==> src/zip_load_current_injection_assert.svh <==
// assertion macros for the zip load current injection block
// no dependencies; taken in by the files that assert
`ifndef ZIP_LOAD_CURRENT_INJECTION_ASSERT_SVH
`define ZIP_LOAD_CURRENT_INJECTION_ASSERT_SVH

// condition holds in the same cycle as the trigger
`define ZLCI_ASSERT_IMPL(label, clk, rstn, ante, cons) \
  label: assert property (@(posedge clk) disable iff (!rstn) (ante) |-> (cons)) \
    else $error("zlci: same-cycle check failed");

// condition holds in the cycle after the trigger
`define ZLCI_ASSERT_NEXT(label, clk, rstn, ante, cons) \
  label: assert property (@(posedge clk) disable iff (!rstn) (ante) |=> (cons)) \
    else $error("zlci: next-cycle check failed");

`endif

==> src/zlci_pkg.sv <==
// shared constants and types for the zip load current injection block
// no dependencies
package zlci_pkg;

  localparam int FRAC_BITS  = 24;
  localparam int WORD_BITS  = 32;
  localparam int MAG_BITS   = 64;
  localparam int DIV_BITS   = MAG_BITS + FRAC_BITS;
  localparam int QUO_BITS   = WORD_BITS + 1;
  localparam int CMP_BITS   = MAG_BITS + QUO_BITS;
  localparam int SQRT_STEPS = MAG_BITS / 2;
  localparam int RND_BITS   = MAG_BITS - FRAC_BITS;
  localparam int SAT_BITS   = RND_BITS + 1;

  // bus model codes
  localparam logic [1:0] FUNC_POWER     = 2'd0;
  localparam logic [1:0] FUNC_IMPEDANCE = 2'd1;
  localparam logic [1:0] FUNC_CURRENT   = 2'd2;
  localparam logic [1:0] FUNC_SLACK     = 2'd3;

  // configuration register indexes
  localparam logic [1:0] REG_COND = 2'd0;
  localparam logic [1:0] REG_SUSC = 2'd1;
  localparam logic [1:0] REG_VMIN = 2'd2;

  // front end result: conj(S)*V, or (g+jb)*u_ref for slack, as sign and magnitude, and |V|^2
  typedef struct packed {
    logic [1:0]          func;
    logic                pzero;
    logic                floor_hit;
    logic                neg_r;
    logic                neg_i;
    logic [MAG_BITS-1:0] mag_r;
    logic [MAG_BITS-1:0] mag_i;
    logic [MAG_BITS-1:0] m;
  } bus_t;

endpackage

==> src/zlci_div_cell.sv <==
// one restoring division step, one quotient bit per cell
// depends on zlci_pkg
module zlci_div_cell #(
  parameter int SHIFT = 0
) (
  input  logic                          clk,
  input  logic                          adv,
  input  logic [zlci_pkg::DIV_BITS-1:0] rem_i,
  input  logic [zlci_pkg::MAG_BITS-1:0] dvsr_i,
  input  logic [zlci_pkg::QUO_BITS-1:0] quo_i,
  output logic [zlci_pkg::DIV_BITS-1:0] rem_o,
  output logic [zlci_pkg::QUO_BITS-1:0] quo_o
);
  import zlci_pkg::*;

  logic [CMP_BITS-1:0] sub;
  logic                ge;
  logic [DIV_BITS-1:0] rem_nxt;
  logic [QUO_BITS-1:0] quo_nxt;
  logic [DIV_BITS-1:0] rem_r;
  logic [QUO_BITS-1:0] quo_r;

  // compare against the divisor at this bit weight
  always_comb begin
    sub     = CMP_BITS'(dvsr_i) << SHIFT;
    ge      = CMP_BITS'(rem_i) >= sub;
    rem_nxt = ge ? DIV_BITS'(CMP_BITS'(rem_i) - sub) : rem_i;
    quo_nxt = {quo_i[QUO_BITS-2:0], ge};
  end

  always_ff @(posedge clk) begin
    if (adv) begin
      rem_r <= rem_nxt;
      quo_r <= quo_nxt;
    end
  end

  assign rem_o = rem_r;
  assign quo_o = quo_r;

endmodule

==> config.mk <==
export PLATFORM = sky130hd
export DESIGN_NAME = zlci_div_cell
export DESIGN_NICKNAME = d
export VERILOG_FILES = /design/src/zip_load_current_injection_assert.svh /design/src/zlci_pkg.sv /design/src/zlci_div_cell.sv
export SDC_FILE = /design/constraint.sdc
export NUM_CORES = 1
export LEC_CHECK = 0
export CAP_MARGIN = 20
export CORE_MARGIN = 2
export CORE_UTILIZATION = 61
export CTS_BUF_LIST = sky130_fd_sc_hd__clkbuf_4
export CTS_CLUSTER_SIZE = 28
export DETAILED_ROUTE_END_ITERATION = 8
export DONT_BUFFER_PORTS = 1
export PLACE_DENSITY = 0.8
export SYNTH_ARGS = -nofsm -noshare
export SYNTH_HDL_FRONTEND = slang
export SYNTH_SLANG_ARGS = --single-unit
export TNS_END_PERCENT = 10
==> constraint.sdc <==
create_clock -name clk -period 3.51 [get_ports clk]
set_clock_uncertainty 0.15 [all_clocks]
set_input_delay 0.351 -clock clk [delete_from_list [all_inputs] [get_ports clk]]
set_output_delay 0.351 -clock clk [all_outputs]
set_load 0.005 [all_outputs]
==> metrics.cfg <==
[detailed_routing]
remaining_drc_errors=0
detail_route.wirelength_um=30520
drtPass1Iterations=7
detailroute.via_count=9055
drt_iter0_markers=992
post_drt_via_cell_ratio=6.306
postRouteAntennaNets=0
wire_per_inst_um=21.25

[final_layout]
final_layout_size_suffix_gt1_share_pct=16.16
final_core_utilization_pct=80.08
layout.nets=1489
area_growth_syn_to_layout_pct=26.85

[worst_setup_path]
worst_setup_path_startpoint=rem_i[74]
critical_path.cell_chain=or4_4 > or4_4 > or4_4 > or3_4 > nor3_2 > o211ai_1 > a311o_2 > buf_12 > buf_4 > nor2_1 > a21oi_1
critical-path-max-stage-delay_ns=0.52
cp_max_fo=62
critPathCapture=rem_o[45]
critical_path.slowest_cell=or4_4
worstSetupEndpointType=register
crit_buf_inv=2
critical-path-top-delay-family=simple AND/OR/NAND/NOR gates
critPathMostFrequentCell=or4_4
critical_path_cell_count=11
setup.worst_path.class=primary input to register
crit_required_ns=3.70
worst_ep_arrival_time_ns=3.68
critical_path.startpoint_type=primary input

[floorplanning]
floorplan.initialDensity_pct=63.12
fp.dieArea_um2=16150
die-width_um=127.1
rows=44
design.portCount=308
core_region_area_um2=14640
die_h_um=127.1

[grt]
first_global_vias=8892
gr-usage-all-layers_pct=36.94
largest_net_degree_at_the_start_of_global_routing=122
initial_antenna_violation_count=1
grt-ovfl-total=0
grt_first_pass_wirelength_um=46490

[clock_network]
cts_made_buffers=17
clock_slew_at_the_register_clock_pins_of_the_worst_setup_and_hold_paths_ns=0.12
clkSinkCount=121
clk_root_buffer_cell=clkbuf_4
tritoncts_clock_tree=built
clk_path_buf_depth=2
post-cts-setup-buffer-count=0
htreeDepth=4

[placed_design]
place_hpwl_um=20490
port_buffers=0
finalWeightedCongestion=0.9258

[sta]
finalHoldViolations=0
final-setup-viol-count=0
final.setup.tns_ns=0
timing_worst_slew_pin_value_ns=0.6534
fin_worst_hold_slack_ns=0.01604
final.min_clock_period_ns=3.494
slew_viol_final=0
max_clock_freq_ghz=0.2862
max_slew_margin_pct=56.44
grt_setup_unrepaired=true
min_period_over_period_pct=99.55

[logic_synthesis]
netlist-cell-type-count=64
synth_top_area_cell=edfxtp_1
syn_avg_cell_area_um2=9.125
synthesis.yosys.warnings=0
synth_commonest_cells=a21oi_1 (133), edfxtp_1 (121), nor2_1 (110)
synthMostInstantiatedCell=a21oi_1
synth_fp_nets=1265
synth_sequential_area_ratio_pct=39.31
post-synth-top-area-fraction_pct=39.31
post_synth_inst_count=1013
synth_seq_cells=121
postSynth.asyncResetShare_pct=0
synth.top_cells.by_area=edfxtp_1 (39%), ha_1 (8.7%), a21oi_1 (7.2%), nor2_1 (4.5%), xnor2_1 (4.0%)
ys.flop_type=edfxtp_1
netlist_area_before_placement_um2=9244
synth_edf_count=121

[run_status]
result_of_the_run=completed

[power_and_ir_drop]
switching_power_uw=1457
gate_power_share_pct=31.2
seqPwrFrac_pct=46.4
power_leakage_uw=0.005025
swShare_pct=34.43
vdd_drop_max_v=0.0002380
power.density_nw_per_um2=360.9
clockPowerShare_pct=22.4
cellInternalPower_uw=2775

[worst_hold_path]
hold_wc_path_type=primary input to register

[run]
drv.max_cap_violation_count=0

logic make-up (layout without fill, tap and decap cells):
family,after synthesis,count (layout),share of synthesized area (%)
DFF,121,121,39.31
AOI/OAI and AO/OA,283,283,18.73
muxes,12,12,1.841
and+or+nand+nor,319,319,16.91
adders and majority gates,65,65,8.879
other,0,2,0
buffers and inverters,129,366,6.375
xor gates and xnor gates,84,84,7.959
registers in the layout (all words and copies together) (netlist names):
register and cells:
rem_o 88, quo_o 33
layout by cell type, fill, tap and decap left out, types with 33 or more instances in the layout:
cell / n
nor2_1: 110
inv_1: 80
edfxtp_1: 121
o21ai_0: 41
xor2_1: 42
nand2_1: 72
xnor2_1: 42
a21o_1: 33
buf_4: 128
a21oi_1: 131
dlygate4sd3_1: 122
ha_1: 64
power by group through the flow:
stage / registers (uW) / clock network, uW / logic, uW
after detailed placement: 1980 / 0 / 1110
after floorplan: 1930 / 0 / 757
after global placement: 1980 / 0 / 1080
after CTS: 1950 / 928 / 1270
after global routing: 1970 / 998 / 1430
final: 1960 / 949 / 1320
metal layers:
metal / track usage (%) / vias up / part of all wire [%]
met3: 8.668 / 133 / 10
met2: 61.89 / 636 / 47
met5: 0 / - / 0
met4: 21.33 / 0 / 6.5
li1: - / 4126 / -
met1: 43.71 / 4160 / 36
metrics by stage:
step / total power [uW] / setup slack, ns / area [um^2] / instances
after CTS: 4150 / 0.02402 / 11690 / 1434
after global routing: 4396 / -0.03724 / 11730 / 1436
after global placement: 3065 / -0.3123 / 10190 / 1279
final: 4232 / 0.01596 / 11730 / 1436
after detailed placement: 3096 / -0.3923 / 10190 / 1279
after floorplan: 2688 / -0.1448 / 9248 / 1013
final cells by class:
type / count / area [um^2]
antenna: 2 / 5.005
clock buffer: 18 / 135.1
clock inverter: 14 / 113.9
fill: 921 / 2918
inverter: 80 / 300.3
multi-input combinational: 763 / 5047
sequential: 121 / 3633
tap: 184 / 230.2
timing repair buffer: 254 / 2261
how the worst min path moves through the flow:
stage	start	end	slack [ns]	cells past startpoint
after floorplan	quo_i[9]	quo_o[10]	0.30	0
after global placement	quo_i[6]	quo_o[7]	0.30	0
after detailed placement	quo_i[31]	quo_o[32]	0.30	0
after CTS	dvsr_i[0]	rem_o[0]	0.004	2
after global routing	rem_i[75]	rem_o[76]	0.03	3
final	rem_i[69]	rem_o[85]	0.02	3
timing repair:
item	4_1_cts	5_1_grt
hold buffers	123	0
gates resized for setup	0	6
setup endpoints to repair	0	12
endpoints found under the hold margin	241	0
Power figures use the tool's default switching activity.
