===== config.mk =====
export PLATFORM = sky130hd
export DESIGN_NAME = zlci_sqrt_cell
export DESIGN_NICKNAME = d
export VERILOG_FILES = /design/src/zip_load_current_injection_assert.svh /design/src/zlci_pkg.sv /design/src/zlci_sqrt_cell.sv
export SDC_FILE = /design/constraint.sdc
export NUM_CORES = 1
export LEC_CHECK = 0
export CELL_PAD_IN_SITES_DETAIL_PLACEMENT = 0
export CELL_PAD_IN_SITES_GLOBAL_PLACEMENT = 1
export CORE_MARGIN = 10
export CORE_UTILIZATION = 51
export CTS_BUF_LIST = sky130_fd_sc_hd__clkbuf_8
export DETAILED_ROUTE_END_ITERATION = 10
export DONT_BUFFER_PORTS = 1
export PLACE_DENSITY_LB_ADDON = 0.1
export SYNTH_ARGS = -nofsm -noshare
export SYNTH_HDL_FRONTEND = slang
export SYNTH_SLANG_ARGS = --single-unit

===== constraint.sdc =====
create_clock -name clk -period 3.9 [get_ports clk]
set_input_delay 0.585 -clock clk [delete_from_list [all_inputs] [get_ports clk]]
set_output_delay 0.585 -clock clk [all_outputs]
set_load 0.005 [all_outputs]

===== src/zip_load_current_injection_assert.svh =====
// assertion macros for the zip load current injection block
// no dependencies; taken in by the files that assert
`ifndef ZIP_LOAD_CURRENT_INJECTION_ASSERT_SVH
`define ZIP_LOAD_CURRENT_INJECTION_ASSERT_SVH

// condition holds in the same cycle as the trigger
`define ZLCI_ASSERT_IMPL(label, clk, rstn, ante, cons) \
  label: assert property (@(posedge clk) disable iff (!rstn) (ante) |-> (cons)) \
    else $error("zlci: same-cycle check failed");

// condition holds in the cycle after the trigger
`define ZLCI_ASSERT_NEXT(label, clk, rstn, ante, cons) \
  label: assert property (@(posedge clk) disable iff (!rstn) (ante) |=> (cons)) \
    else $error("zlci: next-cycle check failed");

`endif


===== src/zlci_pkg.sv =====
// shared constants and types for the zip load current injection block
// no dependencies
package zlci_pkg;

  localparam int FRAC_BITS  = 24;
  localparam int WORD_BITS  = 32;
  localparam int MAG_BITS   = 64;
  localparam int DIV_BITS   = MAG_BITS + FRAC_BITS;
  localparam int QUO_BITS   = WORD_BITS + 1;
  localparam int CMP_BITS   = MAG_BITS + QUO_BITS;
  localparam int SQRT_STEPS = MAG_BITS / 2;
  localparam int RND_BITS   = MAG_BITS - FRAC_BITS;
  localparam int SAT_BITS   = RND_BITS + 1;

  // bus model codes
  localparam logic [1:0] FUNC_POWER     = 2'd0;
  localparam logic [1:0] FUNC_IMPEDANCE = 2'd1;
  localparam logic [1:0] FUNC_CURRENT   = 2'd2;
  localparam logic [1:0] FUNC_SLACK     = 2'd3;

  // configuration register indexes
  localparam logic [1:0] REG_COND = 2'd0;
  localparam logic [1:0] REG_SUSC = 2'd1;
  localparam logic [1:0] REG_VMIN = 2'd2;

  // front end result: conj(S)*V, or (g+jb)*u_ref for slack, as sign and magnitude, and |V|^2
  typedef struct packed {
    logic [1:0]          func;
    logic                pzero;
    logic                floor_hit;
    logic                neg_r;
    logic                neg_i;
    logic [MAG_BITS-1:0] mag_r;
    logic [MAG_BITS-1:0] mag_i;
    logic [MAG_BITS-1:0] m;
  } bus_t;

endpackage


===== src/zlci_sqrt_cell.sv =====
// one step of the integer square root chain, one result bit per cell
// depends on zlci_pkg
module zlci_sqrt_cell #(
  parameter int STEP = 0
) (
  input  logic                          clk,
  input  logic                          adv,
  input  logic [zlci_pkg::MAG_BITS-1:0] rem_i,
  input  logic [zlci_pkg::MAG_BITS-1:0] res_i,
  output logic [zlci_pkg::MAG_BITS-1:0] rem_o,
  output logic [zlci_pkg::MAG_BITS-1:0] res_o
);
  import zlci_pkg::*;

  localparam logic [MAG_BITS-1:0] BIT = MAG_BITS'(1) << (MAG_BITS - 2 - 2 * STEP);

  logic [MAG_BITS:0]   trial;
  logic                ge;
  logic [MAG_BITS-1:0] rem_nxt, res_nxt;
  logic [MAG_BITS-1:0] rem_r, res_r;

  // trial subtract of res + bit
  always_comb begin
    trial = {1'b0, res_i} + {1'b0, BIT};
    ge    = {1'b0, rem_i} >= trial;
    if (ge) begin
      rem_nxt = rem_i - trial[MAG_BITS-1:0];
      res_nxt = (res_i >> 1) + BIT;
    end else begin
      rem_nxt = rem_i;
      res_nxt = res_i >> 1;
    end
  end

  always_ff @(posedge clk) begin
    if (adv) begin
      rem_r <= rem_nxt;
      res_r <= res_nxt;
    end
  end

  assign rem_o = rem_r;
  assign res_o = res_r;

endmodule


==> key figures <==
Outcome
  • Run status: finished clean

Global route
  • Largest net degree at the start of global routing: 129
  • All-Layer GR Usage: 22.41%
  • Vias in the first global route: 7326
  • Antenna violations before repair: 1
  • First-pass GRT wire length: 42980 um
  • Grt total ovfl: 0

Yosys
  • Post-synth EDFFs: 128
  • Synthesis warning total: 0
  • Synth Register Bits: 128
  • Netlist cell types: 73
  • Async set-reset flop share out of synthesis: 0%
  • Ys flop type: edfxtp_1
  • Post-Synthesis Cells: 935
  • Post-synthesis sequential area ratio: 41.54%
  • Cell Area, Synth: 9254 um^2
  • Syn Nets: 1131
  • Mapped Avg Cell Area: 9.897 um^2

STA
  • RSZ-0062 raised after global routing: false
  • Final Hold Viols: 0
  • Max Freq: 0.2838 GHz
  • Fin Hold WS: 0.2114 ns
  • Max-slew headroom: 59.35%
  • Crit share post-route: 90.36%
  • Min cycle time layout: 3.524 ns
  • Fin. max-slew vios: 0
  • Final setup fails: 0
  • Worst Max-Slew Pin Slew: 0.6091 ns
  • Final worst-path setup slack: 0.3758 ns

Cells and area
  • Fin nets: 1139
  • Share of post-route cells with drive strength above 1: 13.18%
  • Final non-filler cell area: 9976 um^2
  • N_diodes: 0
  • # fillers: 1625
  • Commonest non-fill, non-tap cells in the layout: 128 x edfxtp_1, 90 x inv_1, 84 x a21oi_1
  • Most common cell after layout, fill and taps aside: edfxtp_1
  • Area Overhead vs Synth: 7.802%

Route
  • Vias: 7247
  • Avg Vias per Cell: 6.116
  • Top layer reached by signal wires: met5
  • Metal3 WL: 2842 um
  • Post-route ant nets: 0
  • Total routed wirelength: 27840 um
  • Detailed-route DRC error count: 0
  • Met2 wire len: 12780 um
  • Avg WL per Cell: 23.49 um
  • Iter 0 DRT Violations: 572
  • Drt pass-1 iters: 5
  • M1 wire length: 11800 um

Setup path
  • Worst EP required: 4.11 ns
  • Worst Setup End Kind: register
  • Setup CP Type: input pin to register
  • Worst EP arrival: 3.74 ns
  • Critical path fanouts, max: 15
  • CP startpoint kind: input pin

Die
  • Core Rows: 49
  • Starting Density: 51.69%
  • Io pins: 258
  • Core ar.: 17900 um^2
  • Die height: 154.7 um
  • Die Wd: 154.7 um
  • Die Area: 23930 um^2

Power
  • PwrDens: 406.8 nW/um^2
  • Peak supply drop: 0.0002674 V
  • Total power: 4.058 mW
  • LEAKAGE: 4.146 nW

Placed design
  • DP Area: 9583 um^2
  • Post-place setup slack: -0.08869 ns
  • Placer Congestion: 0.9182
  • Port buffer count: 0
  • HPWL Detailed: 21970 um

CTS
  • Total setup buffers inserted after CTS: 0
  • Maximum buffer depth of the clock tree: 2
  • CTS Buf Count: 17
  • TritonCTS Sinks: 128
  • Hold_buf cts: 0
  • Post-CTS Resized: 0
  • Clk pin slew, worst setup/hold paths: 0.09 ns
  • CTS root buf: clkbuf_8
  • CTS tree: yes
  • H-Tree Depth: 4

Worst hold path
  • Hold path depth: 0
  • Hold crit path type: input pin to register
  • Hold Path Origin: res_i[6]
  • WHS Endpoint: res_o[5]

Flow run
  • Max-cap violation count: 0
[registers in the layout, summed over array words and instances, names as in the netlist]
signal / flops
rem_o: 64
res_o: 64
[stage by stage]
step	instances	TNS, ns	util, %
floorplan	935	0	-
global placement	1153	-0.3378	53.53
detailed placement	1153	-1.434	53.53
CTS	1185	0	55.72
global route	1185	0	55.72
finish	1185	0	55.72
[how the worst max path moves through the flow]
stage               slack, ns  cells past startpoint       from         to
global placement        -0.11                     11  res_i[39]  rem_o[54]
finish                   0.38                     13   res_i[1]  rem_o[19]
global route             0.20                     11  res_i[62]  rem_o[60]
CTS                      0.40                     13   res_i[1]  rem_o[19]
floorplan                0.43                     14   res_i[1]  rem_o[27]
detailed placement      -0.09                     13   res_i[1]  rem_o[19]
[critical path, cell delays in order]
cell and delay [ns]:
inv_1 0.02, ha_1 0.29, nor2b_1 0.21, o2111ai_2 0.14
a31oi_1 0.25, o31a_1 0.24, o2111ai_2 0.18, a211o_1 0.44
a211oi_2 0.46, o31ai_4 0.15, nand2_4 0.14, buf_4 0.25
mux2_2 0.37
[cells in the mapped netlist, drive strengths merged (11+ instances only)]
cell type / count / area, um^2
o31ai: 14 / 118.9
xnor2: 36 / 315.3
clkbuf: 29 / 110.1
a31oi: 14 / 87.58
buf: 15 / 125.1
o21bai: 16 / 120.1
o21ai: 38 / 193.9
and3: 11 / 68.82
nand2: 62 / 235.2
inv: 91 / 341.6
a21oi: 85 / 429.2
edfxtp: 128 / 3844
mux2: 42 / 566.8
xor2: 15 / 131.4
nand4: 22 / 137.6
ha: 65 / 813.3
nand3: 28 / 140.1
a21o: 40 / 300.3
nor2: 55 / 209.0
nor3: 29 / 145.1
[cell families (layout without fill, tap and decap cells)]
group | after synthesis | in the layout | share of synthesized area [%]
AO/OA/AOI/OAI | 264 | 264 | 19.06
AND/OR/NAND/NOR | 248 | 248 | 13.10
buffers and inverters | 135 | 156 | 6.233
flip-flops | 128 | 128 | 41.54
adder cells (fa/ha/maj) | 66 | 66 | 9.005
XOR/XNOR | 51 | 51 | 4.827
multiplexers | 43 | 43 | 6.233
[layout make-up]
type	instances	area [um^2]	share of cell area, %
multi-input cells	672	4838	48.50
flip-flops and latches	128	3844	38.53
inverters	91	341.6	3.424
well taps	229	286.5	2.872
repair buffers	33	272.8	2.734
clock buffers	17	234.0	2.345
clock inverters	15	158.9	1.593
[layer usage]
layer	up-vias	global-route usage (%)
met5	-	0
met4	2	5.713
met3	28	8.597
met2	291	35.13
met1	3448	28.35
li1	3478	-
[report_power, final]
group	switching [mW]	internal [mW]	total, mW
clock	0.613	0.575	1.19
sequential	0.0982	1.71	1.81
combinational	0.588	0.470	1.06
Power figures use the tool's default switching activity.
